`src/tmaq_pkg.sv`:
```
// Package for the timed mouse action queue: event and action codes,
// queue entry and report types, the motion clamp function.
// No dependencies.
package tmaq_pkg;

    localparam int QUEUE_DEPTH_DFLT = 512;

    typedef logic [2:0] t_kind;
    localparam t_kind KIND_PUSH    = 3'd0;
    localparam t_kind KIND_TICK    = 3'd1;
    localparam t_kind KIND_SERVICE = 3'd2;
    localparam t_kind KIND_SENT    = 3'd3;
    localparam t_kind KIND_RELEASE = 3'd4;
    localparam t_kind KIND_DIRECT  = 3'd5;

    typedef logic [2:0] t_action;
    localparam t_action ACT_IDLE    = 3'd0;
    localparam t_action ACT_BUTTONS = 3'd1;
    localparam t_action ACT_DELAY   = 3'd2;
    localparam t_action ACT_REPORT  = 3'd3;
    localparam t_action ACT_RESET   = 3'd4;

    localparam logic [4:0] BTN_BITS = 5'h1F;
    localparam logic signed [7:0] MOTION_MAX = 8'sd127;
    localparam logic signed [7:0] MOTION_MIN = -8'sd127;

    typedef struct packed {
        logic signed [7:0] pan;
        logic signed [7:0] wheel;
        logic signed [7:0] y;
        logic signed [7:0] x;
    } t_motion;

    typedef struct packed {
        t_motion     motion;
        logic [4:0]  buttons;
        logic [15:0] delay;
        t_action     atype;
    } t_entry;

    typedef struct packed {
        logic        pending;
        logic [4:0]  buttons;
        t_motion     motion;
    } t_report;

    typedef enum logic [1:0] {
        RPT_HOLD,
        RPT_SET,
        RPT_SENT
    } t_rpt_op;

    typedef struct packed {
        t_rpt_op     op;
        logic [4:0]  buttons;
        t_motion     motion;
    } t_rpt_cmd;

    typedef enum logic {
        S_IDLE,
        S_EXEC
    } t_state;

    function automatic logic signed [7:0] clamp8(input logic signed [7:0] v);
        logic signed [7:0] r;
        r = v;
        if (v < MOTION_MIN) r = MOTION_MIN;
        if (v > MOTION_MAX) r = MOTION_MAX;
        return r;
    endfunction

endpackage

```
`src/tmaq_report.sv`:
```
// Held mouse report: buttons, four motion lanes and the pending mark.
// Applies set and sent commands from the queue control. Uses tmaq_pkg.
module tmaq_report (
    input  logic              i_clk,
    input  logic              i_rst_n,
    input  tmaq_pkg::t_rpt_cmd i_cmd,
    output tmaq_pkg::t_report  o_held
);
    import tmaq_pkg::*;

    t_report r_held;
    t_report n_held;

    always_comb begin
        n_held = r_held;
        case (i_cmd.op)
            RPT_SET: begin
                n_held.pending = 1'b1;
                n_held.buttons = i_cmd.buttons & BTN_BITS;
                n_held.motion  = i_cmd.motion;
            end
            RPT_SENT: begin
                n_held.pending = 1'b0;
                n_held.motion  = '0;
            end
            default: ;
        endcase
    end

    always_ff @(posedge i_clk) begin
        if (!i_rst_n) begin
            r_held <= '0;
        end else begin
            r_held <= n_held;
        end
    end

    assign o_held = r_held;

endmodule

```
`config.mk`:
```
export PLATFORM = sky130hd
export DESIGN_NAME = tmaq_report
export DESIGN_NICKNAME = d
export VERILOG_FILES = /design/src/tmaq_pkg.sv /design/src/tmaq_report.sv
export SDC_FILE = /design/constraint.sdc
export NUM_CORES = 1
export LEC_CHECK = 0
export BUFFER_PORTS_ARGS = -buffer_cell sky130_fd_sc_hd__buf_2
export CAP_MARGIN = 10
export CORE_MARGIN = 1
export CORE_UTILIZATION = 44
export CTS_CLUSTER_DIAMETER = 200
export DETAILED_ROUTE_END_ITERATION = 8
export HOLD_SLACK_MARGIN = 0.12
export PLACE_DENSITY = 0.81
export REMOVE_ABC_BUFFERS = 1
export SLEW_MARGIN = 20
export SYNTH_ARGS = -nofsm -noshare
export SYNTH_HDL_FRONTEND = slang
export SYNTH_SLANG_ARGS = --single-unit
```
`constraint.sdc`:
```
create_clock -name i_clk -period 1.5 [get_ports i_clk]
set_input_delay 0.375 -clock i_clk [delete_from_list [all_inputs] [get_ports i_clk]]
set_output_delay 0.375 -clock i_clk [all_outputs]
set_load 0.05 [all_outputs]
```
==> metrics.txt <==
post-route clock period utilization 89.4%; total track usage 16.5%; CTS Root Cell clkbuf_4; Area growth, synth to finish 32.2%; GPL Wtd Cong 0.651; slowest stage delay, CP 0.36 ns; status completed; RSZ-0062 raised after global routing no; worst hold endpoint o_held[23]; post-synth design cell area 1550 sq um; largest net degree at the start of global routing 47; Synth cell types 19; final wirelength 3040 um; R2R setup slack 0.87 ns; r2r endpoint o_held[30]; H-tree levels 2; WP depth 1; TritonCTS clock tree yes; worst r2r src o_held[30]; Vias 1,371; crit path time final 1.34 ns; Setup CP Type reg2out; hold path depth 3; DRC 0; Post-DP Area 1960 sq um; Final Skew 0 ns; Cell Pwr Density 1170 nW/um^2; num rows 21; dpl cells 283; maximum fanout along the worst path 2; Clock Sinks 38; fmax 746 MHz; measured slew at the worst slew-check pin 0.510 ns; hold_ws 0.264 ns; syn_area_per_cell 9.20 sq um; Initial Util 45.9%; synthesized flop and latch total 38; Core Box Area 3360 sq um; Worst-Skew Late Latency 0.32 ns; die area 3750 sq um; Resize count post-CTS 0; commonest non-fill, non-tap cell in the layout buf_2; Inserted Clock Buffers 5; slew margin rel. 66.0%; Synth top area share 49.2%; commonest cells after routing, fill and taps aside buf_2, dfxtp_1, nand2_1, nand3_1, o21ai_2; Post-DP HPWL 2140 um; antenna-violating nets left 0; fin nets 288; final hold vios 0; maximum vdd drop 657 uV; clk buf depth 2; wire length per cell 10.5 um; Warnings, synthesis 0; critical path arrival 0.97 ns; GRT overflow 0; Vias/cell 4.73; Yosys top cell by area dfxtp_1; utilization after layout 60.8%; antenna violations before repair 0; non-filler instance count after layout 290; Area contributors post-synth dfxtp_1, o21ai_2, nand3_1, nand2_1, mux2i_1; Leakage Power 1.00 nW; hold_sp i_cmd[23]; max FFs per register 38; Final Setup Violations 0; Detailed Routing Iterations Pass 1 4; Worst Setup End Kind output port; Final Max Slew Viols 0; hold_buf cts 0; Worst Hold Class in2reg; IO Pins 79; register area share after synthesis 49.2%; global-route wire length before repair 4510 um; Critical Path RT 1.12 ns; slowest CP cell dfxtp_1; post-route cell area 2040 sq um; maxcap violations 0; vias in the first global route 1,110; post-CTS setup buffer count 0; CP delay by family, top flip-flops; share of cells above drive strength 1 48.8%; Reg2Reg Depth 1; crit path launch type flip-flop; WP buf/inv 1; Detailed Route Iter0 Violations 79; clk slew on worst S/H paths 0.11 ns; fillers 354; die height 61.3 um; # diodes 0; port bufs 78; sequence of cells on the critical path buf_2; Cells after Synth 168; Die Span X 61.3 um
==> where the power goes <==
| part | leakage [nW] | internal [W] | switching, W |
|---|---|---|---|
| clock | 0.0443 | 0.000388 | 0.000308 |
| combinational | 0.644 | 0.000166 | 0.000416 |
| sequential | 0.312 | 0.00108 | 0.0000322 |
| total | 1.00 | 0.00163 | 0.000757 |
==> through the flow <==
| step | power (W) | TNS [ns] | setup WS [ns] |
|---|---|---|---|
| floorplan | 0.00153 | -12.75 | -0.450 |
| global placement | 0.00171 | -1.43 | -0.102 |
| detailed placement | 0.00172 | -1.96 | -0.125 |
| CTS | 0.00241 | 0 | 0.149 |
| global route | 0.00251 | 0 | 0.102 |
| finish | 0.00239 | 0 | 0.159 |
==> final cells by class <==
cell class	instances	area [sq um]	share of cell area, %
clock buffers	6	51.3	2.51
clock inverters	1	30.0	1.47
inverters	2	7.51	0.367
multi-input cells	112	681	33.3
flip-flops and latches	38	761	37.2
well taps	46	57.6	2.82
repair buffers	85	455	22.3
==> how the worst max path moves through the flow <==
stage / startpoint / end / slack (ns)
global placement: i_cmd[37] / o_held[7] / -0.10
floorplan: i_cmd[37] / o_held[7] / -0.45
global route: o_held[15] / o_held[15] / 0.10
CTS: o_held[30] / o_held[30] / 0.15
detailed placement: i_cmd[37] / o_held[7] / -0.12
finish: o_held[30] / o_held[30] / 0.16
==> Yosys cell counts, drive strengths merged <==
| master | instances |
|---|---|
| nand2 | 32 |
| or2 | 2 |
| buf | 7 |
| nor4bb | 1 |
| o21ai | 31 |
| nand3 | 31 |
| ha | 3 |
| a31o | 1 |
| clkbuf | 9 |
| inv | 2 |
| dfxtp | 38 |
| mux2i | 5 |
| a21boi | 1 |
| nor2b | 5 |
==> cell families (layout without fill, tap and decap cells) <==
kind of cell / after synthesis / count (layout) / share of synthesized area (%)
AND/OR/NAND/NOR: 71 / 71 / 21.5
multiplexers: 5 / 5 / 3.24
buffers and inverters: 18 / 94 / 6.72
flip-flops: 38 / 38 / 49.2
adder cells (fa/ha/maj): 3 / 3 / 2.43
AO/OA/AOI/OAI: 33 / 33 / 16.9
==> metal layers <==
metal,part of all wire (%),track usage [%],vias to the layer above,wire length (um)
met1,46,19.1,590,1400
met2,44,26.7,54,1350
met5,0,0,-,0
met3,8.1,5.88,6,246
li1,-,-,721,-
met4,1.5,8.77,0,47
No activity file was read; power rests on OpenSTA's default activity.
